**src/rtl/core/iir_direct_form_one_filter_macros.svh**
```systemverilog
// Assertion helpers shared by the filter RTL.
`ifndef IIR_DIRECT_FORM_ONE_FILTER_MACROS_SVH
`define IIR_DIRECT_FORM_ONE_FILTER_MACROS_SVH

// Consequent must hold in the same cycle as the antecedent.
`define IIR_DF1_ASSERT_NOW(lbl, clk, rst_n, ante, cons, msg) \
  lbl: assert property (@(posedge clk) disable iff (!rst_n) (ante) |-> (cons)) \
    else $error(msg);

// Consequent must hold in the cycle after the antecedent.
`define IIR_DF1_ASSERT_NEXT(lbl, clk, rst_n, ante, cons, msg) \
  lbl: assert property (@(posedge clk) disable iff (!rst_n) (ante) |=> (cons)) \
    else $error(msg);

`endif

```
**src/rtl/core/iir_df1_pkg.sv**
```systemverilog
package iir_df1_pkg;

  // Coefficients are signed Q5.10, four to a configuration word.
  localparam int COEF_W        = 16;
  localparam int CFG_DATA_W    = 64;
  localparam int CFG_IDX_W     = 2;
  localparam int COEFS_PER_REG = CFG_DATA_W / COEF_W;

  typedef enum logic [CFG_IDX_W-1:0] {
    CFG_FF_LOW  = 2'd0,
    CFG_FF_HIGH = 2'd1,
    CFG_FB_LOW  = 2'd2,
    CFG_FB_HIGH = 2'd3
  } cfg_reg_e;

  typedef enum logic [1:0] {
    ST_IDLE,
    ST_RUN,
    ST_DRAIN,
    ST_ROUND
  } state_e;

  // History shift register control.
  typedef struct packed {
    logic load_x;
    logic rotate;
    logic push_y;
  } hist_ctrl_t;

  // Bit-serial multiply-accumulate control.
  typedef struct packed {
    logic step;
    logic first;
  } mac_ctrl_t;

endpackage

```
**src/rtl/core/iir_df1_if.sv**
```systemverilog
interface iir_df1_in_if #(
  parameter int SampleWidth = 16
);
  logic                          valid;
  logic                          ready;
  logic signed [SampleWidth-1:0] sample_in;

  modport source (output valid, output sample_in, input ready);
  modport sink   (input valid, input sample_in, output ready);
endinterface

interface iir_df1_out_if #(
  parameter int SampleWidth = 16
);
  logic                          valid;
  logic                          ready;
  logic signed [SampleWidth-1:0] sample_out;
  logic                          clipped;

  modport source (output valid, output sample_out, output clipped, input ready);
  modport sink   (input valid, input sample_out, input clipped, output ready);
endinterface

```
**src/rtl/core/iir_df1_hist.sv**
```systemverilog
module iir_df1_hist #(
  parameter int TAPS         = 8,
  parameter int SAMPLE_WIDTH = 16
) (
  input  logic                           clk_i,
  input  logic                           rst_ni,
  input  iir_df1_pkg::hist_ctrl_t        ctrl_i,
  input  logic signed [SAMPLE_WIDTH-1:0] x_new_i,
  input  logic signed [SAMPLE_WIDTH-1:0] y_new_i,
  output logic [TAPS-1:0]                x_bits_o,
  output logic [TAPS-1:1]                y_bits_o
);

  // x_q[k] is the input k samples old, y_q[k] the output k samples old.
  logic [SAMPLE_WIDTH-1:0] x_q [TAPS];
  logic [SAMPLE_WIDTH-1:0] x_d [TAPS];
  logic [SAMPLE_WIDTH-1:0] y_q [1:TAPS-1];
  logic [SAMPLE_WIDTH-1:0] y_d [1:TAPS-1];

  always_comb begin
    for (int k = 0; k < TAPS; k++) begin
      x_d[k] = x_q[k];
      if (ctrl_i.load_x) begin
        x_d[k] = (k == 0) ? x_new_i : x_q[(k == 0) ? 0 : k - 1];
      end else if (ctrl_i.rotate) begin
        x_d[k] = {x_q[k][SAMPLE_WIDTH-2:0], x_q[k][SAMPLE_WIDTH-1]};
      end
    end
    for (int k = 1; k < TAPS; k++) begin
      y_d[k] = y_q[k];
      if (ctrl_i.push_y) begin
        y_d[k] = (k == 1) ? y_new_i : y_q[(k == 1) ? 1 : k - 1];
      end else if (ctrl_i.rotate) begin
        y_d[k] = {y_q[k][SAMPLE_WIDTH-2:0], y_q[k][SAMPLE_WIDTH-1]};
      end
    end
  end

  always_ff @(posedge clk_i or negedge rst_ni) begin
    if (!rst_ni) begin
      for (int k = 0; k < TAPS; k++) begin
        x_q[k] <= '0;
      end
      for (int k = 1; k < TAPS; k++) begin
        y_q[k] <= '0;
      end
    end else begin
      x_q <= x_d;
      y_q <= y_d;
    end
  end

  // Present the most significant bit of every tap; rotation walks down the word.
  always_comb begin
    for (int k = 0; k < TAPS; k++) begin
      x_bits_o[k] = x_q[k][SAMPLE_WIDTH-1];
    end
    for (int k = 1; k < TAPS; k++) begin
      y_bits_o[k] = y_q[k][SAMPLE_WIDTH-1];
    end
  end

endmodule

```
**src/rtl/core/iir_df1_mac.sv**
```systemverilog
module iir_df1_mac #(
  parameter int TAPS  = 8,
  parameter int ACC_W = 39
) (
  input  logic                                    clk_i,
  input  logic                                    rst_ni,
  input  logic                                    cfg_we_i,
  input  logic [iir_df1_pkg::CFG_IDX_W-1:0]       cfg_idx_i,
  input  logic [iir_df1_pkg::CFG_DATA_W-1:0]      cfg_wdata_i,
  input  iir_df1_pkg::mac_ctrl_t                  ctrl_i,
  input  logic [TAPS-1:0]                         x_bits_i,
  input  logic [TAPS-1:1]                         y_bits_i,
  output logic signed [ACC_W-1:0]                 acc_o
);

  localparam int COEF_W = iir_df1_pkg::COEF_W;
  localparam int PART_W = COEF_W + $clog2(TAPS) + 1;

  logic signed [COEF_W-1:0] b_q [TAPS];
  logic signed [COEF_W-1:0] a_q [1:TAPS-1];

  // Coefficient bank: each tap picks its lane out of its configuration word.
  for (genvar k = 0; k < TAPS; k++) begin : g_ff_coef
    localparam iir_df1_pkg::cfg_reg_e FfReg = (k < iir_df1_pkg::COEFS_PER_REG) ?
                                              iir_df1_pkg::CFG_FF_LOW :
                                              iir_df1_pkg::CFG_FF_HIGH;
    localparam int Lane = k % iir_df1_pkg::COEFS_PER_REG;
    always_ff @(posedge clk_i or negedge rst_ni) begin
      if (!rst_ni) begin
        b_q[k] <= '0;
      end else if (cfg_we_i && cfg_idx_i == FfReg) begin
        b_q[k] <= cfg_wdata_i[COEF_W*Lane +: COEF_W];
      end
    end
  end

  for (genvar k = 1; k < TAPS; k++) begin : g_fb_coef
    localparam iir_df1_pkg::cfg_reg_e FbReg = (k < iir_df1_pkg::COEFS_PER_REG) ?
                                              iir_df1_pkg::CFG_FB_LOW :
                                              iir_df1_pkg::CFG_FB_HIGH;
    localparam int Lane = k % iir_df1_pkg::COEFS_PER_REG;
    always_ff @(posedge clk_i or negedge rst_ni) begin
      if (!rst_ni) begin
        a_q[k] <= '0;
      end else if (cfg_we_i && cfg_idx_i == FbReg) begin
        a_q[k] <= cfg_wdata_i[COEF_W*Lane +: COEF_W];
      end
    end
  end

  // Partial products of one bit plane: add each coefficient whose sample bit is set.
  logic signed [PART_W-1:0] ff_sum;
  logic signed [PART_W-1:0] fb_sum;

  always_comb begin
    ff_sum = '0;
    for (int k = 0; k < TAPS; k++) begin
      ff_sum = ff_sum + (x_bits_i[k] ? PART_W'(b_q[k]) : '0);
    end
    fb_sum = '0;
    for (int k = 1; k < TAPS; k++) begin
      fb_sum = fb_sum + (y_bits_i[k] ? PART_W'(a_q[k]) : '0);
    end
  end

  logic signed [PART_W-1:0] ff_q;
  logic signed [PART_W-1:0] fb_q;
  logic                     pvld_q;
  logic                     pfirst_q;

  always_ff @(posedge clk_i or negedge rst_ni) begin
    if (!rst_ni) begin
      pvld_q   <= 1'b0;
      pfirst_q <= 1'b0;
    end else begin
      pvld_q   <= ctrl_i.step;
      pfirst_q <= ctrl_i.first;
    end
  end

  always_ff @(posedge clk_i) begin
    if (ctrl_i.step) begin
      ff_q <= ff_sum;
      fb_q <= fb_sum;
    end
  end

  // Most significant plane first: its weight is negative, the rest double and add.
  logic signed [ACC_W-1:0] diff;
  logic signed [ACC_W-1:0] acc_q;
  logic signed [ACC_W-1:0] acc_d;

  always_comb begin
    diff  = ACC_W'(ff_q) - ACC_W'(fb_q);
    acc_d = pfirst_q ? -diff : (acc_q <<< 1) + diff;
  end

  always_ff @(posedge clk_i) begin
    if (pvld_q) begin
      acc_q <= acc_d;
    end
  end

  assign acc_o = acc_q;

endmodule

```
**src/rtl/core/iir_direct_form_one_filter.sv**
```systemverilog
// Direct form I IIR filter, TAPS taps, on signed SAMPLE_WIDTH-bit samples with
// signed Q5.10 coefficients loaded through the configuration port (feedforward
// taps in words 0 and 1, feedback taps in words 2 and 3, leading feedback tap
// ignored). Each sample is worked bit-serially: the histories sit in rotating
// shift registers and one bit plane of all taps is multiplied and summed per
// cycle, most significant bit first. A request passes through a load step,
// SAMPLE_WIDTH bit planes, a step that drains the accumulator and one that
// rounds and saturates before the next request is accepted. The result lands
// in an output register, so a new sample is taken while the previous result
// still waits; the round step stalls only if that register is still full.
// Histories and coefficients clear on reset. Write the configuration only
// while the filter is idle.
`include "iir_direct_form_one_filter_macros.svh"

module iir_direct_form_one_filter #(
  parameter int TAPS           = 8,
  parameter int SAMPLE_WIDTH   = 16,
  parameter int COEF_FRAC_BITS = 10
) (
  input  logic                                clk_i,
  input  logic                                rst_ni,
  iir_df1_in_if.sink                          in_i,
  iir_df1_out_if.source                       out_o,
  input  logic                                cfg_we_i,
  input  logic [iir_df1_pkg::CFG_IDX_W-1:0]   cfg_idx_i,
  input  logic [iir_df1_pkg::CFG_DATA_W-1:0]  cfg_wdata_i
);

  localparam int ACC_W = SAMPLE_WIDTH + iir_df1_pkg::COEF_W + $clog2(TAPS) + 2;
  localparam int CNT_W = $clog2(SAMPLE_WIDTH);

  localparam logic signed [ACC_W-1:0] RND_HALF = ACC_W'(1) << (COEF_FRAC_BITS - 1);
  localparam logic signed [ACC_W-1:0] SAT_HI   = (ACC_W'(1) << (SAMPLE_WIDTH - 1)) - ACC_W'(1);
  localparam logic signed [ACC_W-1:0] SAT_LO   = -(ACC_W'(1) << (SAMPLE_WIDTH - 1));

  iir_df1_pkg::state_e     state_q, state_d;
  logic [CNT_W-1:0]        cnt_q, cnt_d;
  iir_df1_pkg::hist_ctrl_t hist_ctrl;
  iir_df1_pkg::mac_ctrl_t  mac_ctrl;

  logic [TAPS-1:0]         x_bits;
  logic [TAPS-1:1]         y_bits;
  logic signed [ACC_W-1:0] acc;

  logic                           out_vld_q;
  logic signed [SAMPLE_WIDTH-1:0] out_sample_q;
  logic                           out_clip_q;
  logic                           out_load;
  logic                           in_fire;

  // Round half up, shift arithmetically and clamp to the sample range.
  logic signed [ACC_W-1:0]        rnd_sum;
  logic signed [ACC_W-1:0]        rnd_shift;
  logic                           sat_over;
  logic                           sat_under;
  logic signed [SAMPLE_WIDTH-1:0] sat_val;

  always_comb begin
    rnd_sum   = acc + RND_HALF;
    rnd_shift = rnd_sum >>> COEF_FRAC_BITS;
    sat_over  = rnd_shift > SAT_HI;
    sat_under = rnd_shift < SAT_LO;
    if (sat_over) begin
      sat_val = SAT_HI[SAMPLE_WIDTH-1:0];
    end else if (sat_under) begin
      sat_val = SAT_LO[SAMPLE_WIDTH-1:0];
    end else begin
      sat_val = rnd_shift[SAMPLE_WIDTH-1:0];
    end
  end

  assign in_fire  = in_i.valid && in_i.ready;
  assign out_load = (state_q == iir_df1_pkg::ST_ROUND) && (!out_vld_q || out_o.ready);

  // Sequencer: load, walk the bit planes, drain, round.
  always_comb begin
    state_d          = state_q;
    cnt_d            = cnt_q;
    in_i.ready       = 1'b0;
    hist_ctrl        = '0;
    mac_ctrl         = '0;
    case (state_q)
      iir_df1_pkg::ST_IDLE: begin
        in_i.ready       = 1'b1;
        hist_ctrl.load_x = in_i.valid;
        if (in_i.valid) begin
          state_d = iir_df1_pkg::ST_RUN;
          cnt_d   = '0;
        end
      end
      iir_df1_pkg::ST_RUN: begin
        hist_ctrl.rotate = 1'b1;
        mac_ctrl.step    = 1'b1;
        mac_ctrl.first   = (cnt_q == '0);
        cnt_d            = cnt_q + CNT_W'(1);
        if (cnt_q == CNT_W'(SAMPLE_WIDTH - 1)) begin
          state_d = iir_df1_pkg::ST_DRAIN;
        end
      end
      iir_df1_pkg::ST_DRAIN: begin
        state_d = iir_df1_pkg::ST_ROUND;
      end
      iir_df1_pkg::ST_ROUND: begin
        // Hold until the output register is free, then push the result as feedback.
        hist_ctrl.push_y = out_load;
        if (out_load) begin
          state_d = iir_df1_pkg::ST_IDLE;
        end
      end
      default: begin
        state_d = iir_df1_pkg::ST_IDLE;
      end
    endcase
  end

  always_ff @(posedge clk_i or negedge rst_ni) begin
    if (!rst_ni) begin
      state_q <= iir_df1_pkg::ST_IDLE;
      cnt_q   <= '0;
    end else begin
      state_q <= state_d;
      cnt_q   <= cnt_d;
    end
  end

  iir_df1_hist #(
    .TAPS         (TAPS),
    .SAMPLE_WIDTH (SAMPLE_WIDTH)
  ) u_hist (
    .clk_i    (clk_i),
    .rst_ni   (rst_ni),
    .ctrl_i   (hist_ctrl),
    .x_new_i  (in_i.sample_in),
    .y_new_i  (sat_val),
    .x_bits_o (x_bits),
    .y_bits_o (y_bits)
  );

  iir_df1_mac #(
    .TAPS  (TAPS),
    .ACC_W (ACC_W)
  ) u_mac (
    .clk_i       (clk_i),
    .rst_ni      (rst_ni),
    .cfg_we_i    (cfg_we_i),
    .cfg_idx_i   (cfg_idx_i),
    .cfg_wdata_i (cfg_wdata_i),
    .ctrl_i      (mac_ctrl),
    .x_bits_i    (x_bits),
    .y_bits_i    (y_bits),
    .acc_o       (acc)
  );

  // Output register: parts the result from the next request's work.
  always_ff @(posedge clk_i or negedge rst_ni) begin
    if (!rst_ni) begin
      out_vld_q <= 1'b0;
    end else if (out_load) begin
      out_vld_q <= 1'b1;
    end else if (out_o.ready) begin
      out_vld_q <= 1'b0;
    end
  end

  always_ff @(posedge clk_i) begin
    if (out_load) begin
      out_sample_q <= sat_val;
      out_clip_q   <= sat_over || sat_under;
    end
  end

  assign out_o.valid      = out_vld_q;
  assign out_o.sample_out = out_sample_q;
  assign out_o.clipped    = out_clip_q;

  `IIR_DF1_ASSERT_NEXT(a_accept_starts_run, clk_i, rst_ni, in_fire, state_q == iir_df1_pkg::ST_RUN && cnt_q == '0, "accepted request did not start the bit walk")
  `IIR_DF1_ASSERT_NOW(a_run_count_range, clk_i, rst_ni, state_q == iir_df1_pkg::ST_RUN, cnt_q <= CNT_W'(SAMPLE_WIDTH - 1), "bit plane counter ran past the sample width")
  `IIR_DF1_ASSERT_NEXT(a_round_fills_out, clk_i, rst_ni, out_load, out_vld_q && state_q == iir_df1_pkg::ST_IDLE, "rounded result not registered")
  `IIR_DF1_ASSERT_NOW(a_clip_at_rail, clk_i, rst_ni, out_vld_q && out_clip_q, out_sample_q == SAT_HI[SAMPLE_WIDTH-1:0] || out_sample_q == SAT_LO[SAMPLE_WIDTH-1:0], "clipped result is not at a rail")

endmodule
```
**src/flat_wrapper.sv**
```systemverilog
// flat-port wrapper written by rule: the top's interface ports become plain ports
module iir_direct_form_one_filter_flat 
#(
  parameter int TAPS           = 8,
  parameter int SAMPLE_WIDTH   = 16,
  parameter int COEF_FRAC_BITS = 10
)
  (clk_i, rst_ni, cfg_we_i, cfg_idx_i, cfg_wdata_i, in_i_valid, in_i_sample_in, in_i_ready, out_o_valid, out_o_sample_out, out_o_clipped, out_o_ready);
  iir_df1_in_if in_i_i ();
  iir_df1_out_if out_o_i ();
  input  logic clk_i;
  input  logic rst_ni;
  input  logic cfg_we_i;
  input  logic [iir_df1_pkg::CFG_IDX_W-1:0] cfg_idx_i;
  input  logic [iir_df1_pkg::CFG_DATA_W-1:0] cfg_wdata_i;
  input wire logic [$bits(in_i_i.valid)-1:0] in_i_valid;
  input wire logic [$bits(in_i_i.sample_in)-1:0] in_i_sample_in;
  output wire logic [$bits(in_i_i.ready)-1:0] in_i_ready;
  output wire logic [$bits(out_o_i.valid)-1:0] out_o_valid;
  output wire logic [$bits(out_o_i.sample_out)-1:0] out_o_sample_out;
  output wire logic [$bits(out_o_i.clipped)-1:0] out_o_clipped;
  input wire logic [$bits(out_o_i.ready)-1:0] out_o_ready;
  assign in_i_i.valid = in_i_valid;
  assign in_i_i.sample_in = in_i_sample_in;
  assign in_i_ready = in_i_i.ready;
  assign out_o_valid = out_o_i.valid;
  assign out_o_sample_out = out_o_i.sample_out;
  assign out_o_clipped = out_o_i.clipped;
  assign out_o_i.ready = out_o_ready;
  iir_direct_form_one_filter #(.TAPS(TAPS), .SAMPLE_WIDTH(SAMPLE_WIDTH), .COEF_FRAC_BITS(COEF_FRAC_BITS)) u_core (.clk_i(clk_i), .rst_ni(rst_ni), .in_i(in_i_i), .out_o(out_o_i), .cfg_we_i(cfg_we_i), .cfg_idx_i(cfg_idx_i), .cfg_wdata_i(cfg_wdata_i));
endmodule
```
**config.mk**
```make
export PLATFORM = sky130hd
export DESIGN_NAME = iir_direct_form_one_filter_flat
export DESIGN_NICKNAME = d
export VERILOG_FILES = /design/src/rtl/core/iir_df1_pkg.sv /design/src/rtl/core/iir_df1_if.sv /design/src/rtl/core/iir_df1_hist.sv /design/src/rtl/core/iir_df1_mac.sv /design/src/rtl/core/iir_direct_form_one_filter.sv /design/src/flat_wrapper.sv
export VERILOG_INCLUDE_DIRS = /design/src /design/src/rtl/core
export SDC_FILE = /design/constraint.sdc
export NUM_CORES = 2
export LEC_CHECK = 0
export ABC_AREA = 1
export BUFFER_PORTS_ARGS = -buffer_cell sky130_fd_sc_hd__buf_4
export CAP_MARGIN = 25
export CORE_ASPECT_RATIO = 1.1
export CORE_UTILIZATION = 50
export DETAILED_ROUTE_END_ITERATION = 16
export PLACE_DENSITY = 0.67
export SYNTH_ARGS = -nofsm -noshare
export SYNTH_HDL_FRONTEND = slang
export SYNTH_SLANG_ARGS = --single-unit
```
**constraint.sdc**
```tcl
create_clock -name clk_i -period 5.6 [get_ports clk_i]
set_input_delay 0.28 -clock clk_i [delete_from_list [all_inputs] [get_ports clk_i]]
set_output_delay 0.28 -clock clk_i [all_outputs]
set_load 0.01 [all_outputs]
```
==> key figures <==
Clock network
  – Clock sinks: 583
  – Clk pin slew, worst setup/hold paths: 60 ps
  – CTS root buf: clkbuf_16
  – CTS H-Tree Depth: 3
  – Clock Latency Late Sink: 620 ps
  – CTS buffer count: 66
  – Longest Clk Path Bufs: 3
  – CTS tree: built
  – Post_cts resized: 0

Setup path
  – Worst r2r dst: u_core.u_mac.ff_q[19]$_DFFE_PP_
  – CP max stage cell: fa_1
  – CP bufs+invs: 5
  – Worst path required time: 5960 ps
  – CP peak stage delay: 600 ps
  – CP startpoint kind: flop
  – Setup crit end kind: flop
  – Cells along the critical path: buf_4 -> nand2_1 -> fa_1 -> inv_1 -> fa_1 -> fa_1 -> inv_1 -> fa_1 -> inv_1 -> ha_1 -> inv_1 -> nor3_1 -> nor3b_1 -> nand4_1 -> nand3_1 -> xor2_1
  – CP max FO: 13
  – R2R cell count: 16
  – Reg2reg start: u_core.u_hist.x_bits_o[1]$_DFFE_PN0P_
  – Critical path type: flop to flop
  – Worst R2R Setup Slack: 360 ps
  – Crit-path leading delay family: adder cells
  – Worst EP arrival: approximately 5600 ps

Global routing
  – GRT Total Usage: 25.9%
  – Vias in the first global route: roughly 28,000
  – Initial antenna violation count: 1
  – Largest net degree at the start of global routing: 153
  – GR Overflow Total: 0
  – First-pass GRT wire length: 151,000 um

Run
  – Total of max-cap violations: 0

Detailed routing
  – Final ANT Viol Nets: 0
  – Max Used Layer: met5
  – Routed length per instance: between 15 and 20 um
  – Metal1 wirelength: approximately 41,000 um
  – Vias/cell: 5.40
  – 1st-iter DRT viols: 2,338
  – Routed WL: 93,100 um
  – Met2 WL: 45,000 um
  – First drt pass iteration count: 6
  – Via count: 28,700
  – DRC viols: 0
  – WL met3: 4400 um

Die
  – Die width: 257 um
  – Starting Density: 50.8%
  – Die Y: approximately 280 um
  – Core area: 0.0707 sq mm
  – # rows: 102
  – I/O pin total: 106
  – Die ar.: 0.0729 sq mm

Timing
  – Fin crit share: 93.6%
  – Final Hold Fails: 0
  – Unrepaired setup endpoints after global routing: false
  – Setup TNS: 0 ps
  – Worst Tran Pin Value: between 1000 and 1500 ps
  – Finish-stage setup viols: 0
  – Max Slew Vio Count: 0
  – Clock Skew: 36.0 ps
  – Rel. slew slack: 30.3%
  – Maximum clock frequency: around 190 MHz
  – Minimum clock period: between 5000 and 6000 ps

Synthesis
  – Seq/Total Area, Yosys: about two fifths
  – Cell variety after synth: 48
  – Simple-gate share of the synthesized area: about a fifth
  – Largest family of logic cells by synthesized area: simple AND/OR/NAND/NOR gates
  – Synth warnings: 0
  – Adder-cell share of the synthesized area: 14.0%
  – Compound-cell area share of the yosys netlist: around 12%
  – Post-synthesis cell area: approximately 0.036 sq mm
  – Mapped Nets: 4,651
  – Syn_area_per_cell: 8.40 sq um
  – Mapped Cells: 4,273
  – Post-Synth XOR/XNOR Area: around 1.6%
  – Mux share of post-synthesis cell area: 0%
  – Seq cells post-synth: 583

Hold path
  – Hold path depth: 3
  – Worst hold start: cfg_wdata_i[39]
  – Hold path endpoint: u_core.u_mac.a_q[23]$_DFFE_PN0P_
  – Hold WC Path Type: input pin to flop

Final layout
  – Filler instances: 6,495
  – Final #Nets: approximately 4,700
  – ANT cells: 0
  – Commonest non-fill, non-tap cells in the layout: nand2_1, inv_1, dfrtp_1, nand3_1, o21ai_0
  – Layout cells sized above 1: roughly 7.6%
  – Most common cell after layout, fill and taps aside: nand2_1
  – Synthesis-to-layout area growth: 12.2%

Place
  – Post-DP HPWL: 67,800 um
  – Routability congestion estimate: 0.927
  – Port Buffer Count: 105

Status
  – Outcome: finished, final reports clean
## area by class of cell
class / count / area [sq um] / share of cell area [%]
tap: 936 / 1170 / 2.91
clock inverter: 21 / 320 / 0.795
multi-input combinational: 2655 / 17000 / 42.2
sequential: 583 / 15100 / 37.4
inverter: 837 / 3140 / 7.80
timing repair buffer: 190 / 1600 / 3.98
clock buffer: 100 / 1980 / 4.93
## what timing repair did
action                    in CTS  in global routing
hold endpoints to repair     171                  0
setup buffers                  0                  0
hold buffers                  39                  0
## registers in the layout, summed over array words and instances, names as in the netlist, 8 cells and up
register / cells
u_core.u_hist.x_q: 120
u_core.u_mac.ff_q: 20
u_core.u_mac.b_q: 128
u_core.u_mac.fb_q: 20
u_core.u_mac.acc_o: 37
u_core.u_hist.y_q: 105
u_core.u_hist.x_bits_o: 8
u_core.u_mac.a_q: 112
u_core.out_o.sample_out: 16
## kinds of logic after synthesis
family	Yosys count
adders and majority gates	291
AOI/OAI and AO/OA	713
DFF	583
xor gates and xnor gates	66
buffers and inverters	1035
and+or+nand+nor	1585
## worst reg2reg max path, stage by stage, from the launching register on
cell	delay [ps]
dfrtp_1	440
buf_4	270
nand2_1	120
fa_1	600
inv_1	70
fa_1	520
fa_1	600
inv_1	70
fa_1	530
inv_1	40
ha_1	340
inv_1	80
nor3_1	280
nor3b_1	470
nand4_1	270
nand3_1	190
xor2_1	90
## worst max path at each step
stage / slack (ps) / to / cells after the start / from
2_1_floorplan: 710 / u_core.u_mac.ff_q[18]$_DFFE_PP_ / 21 / u_core.u_hist.x_bits_o[5]$_DFFE_PN0P_
4_1_cts: 390 / u_core.u_mac.ff_q[19]$_DFFE_PP_ / 16 / u_core.u_hist.x_bits_o[1]$_DFFE_PN0P_
5_1_grt: 110 / u_core.u_mac.ff_q[19]$_DFFE_PP_ / 16 / u_core.u_hist.x_bits_o[2]$_DFFE_PN0P_
3_5_place_dp: 460 / u_core.u_mac.ff_q[19]$_DFFE_PP_ / 16 / u_core.u_hist.x_bits_o[1]$_DFFE_PN0P_
3_3_place_gp: 460 / u_core.u_mac.ff_q[19]$_DFFE_PP_ / 16 / u_core.u_hist.x_bits_o[1]$_DFFE_PN0P_
6_report: 360 / u_core.u_mac.ff_q[19]$_DFFE_PP_ / 16 / u_core.u_hist.x_bits_o[1]$_DFFE_PN0P_
## Yosys cell counts, drive strengths merged
master	number	area share (%)
nor3	42	0.64
o211ai	47	0.98
inv	836	8.7
xor2	45	1.1
ha	106	3.7
edfxtp	94	7.9
o221a	2	0.063
o21bai	11	0.23
clkbuf	167	1.7
a211oi	3	0.063
nand4	33	0.62
a21boi	4	0.084
dfrtp	489	34
fa	185	10
clkinv	1	0.010
o31ai	4	0.084
xnor2	21	0.51
a31oi	19	0.33
a31o	1	0.024
nor2	150	1.8
a21o	11	0.23
o21a	2	0.042
nand2	996	11
nand3	341	4.9
o221ai	168	4.1
buf	31	0.43
or2	4	0.070
a21oi	114	1.6
nand3b	16	0.33
nor3b	1	0.021
o21ai	322	4.6
nor4	2	0.035
o22ai	5	0.087
## stage by stage
step                setup slack [ps]  hold slack, ps  cell area [sq um]  instances  util (%)
finish                           360            15.6              40300       5322      56.9
detailed placement               455             376              37600       5162      53.1
floorplan                        709           -15.6              35900       4273         -
CTS                              394            2.45              40300       5322      56.9
global placement                 463             382              37500       5161      53.1
global route                     109            35.5              40300       5322      56.9
## metal layers
layer,vias up,track usage (%)
met2,700,43.1
met1,14000,35.6
met5,-,0
met4,2,7.62
li1,13900,-
met3,141,3.16
Power is left out: the tool's default activity adds up to more than one toggle a clock period on the data nets, which glitch-free logic cannot reach.
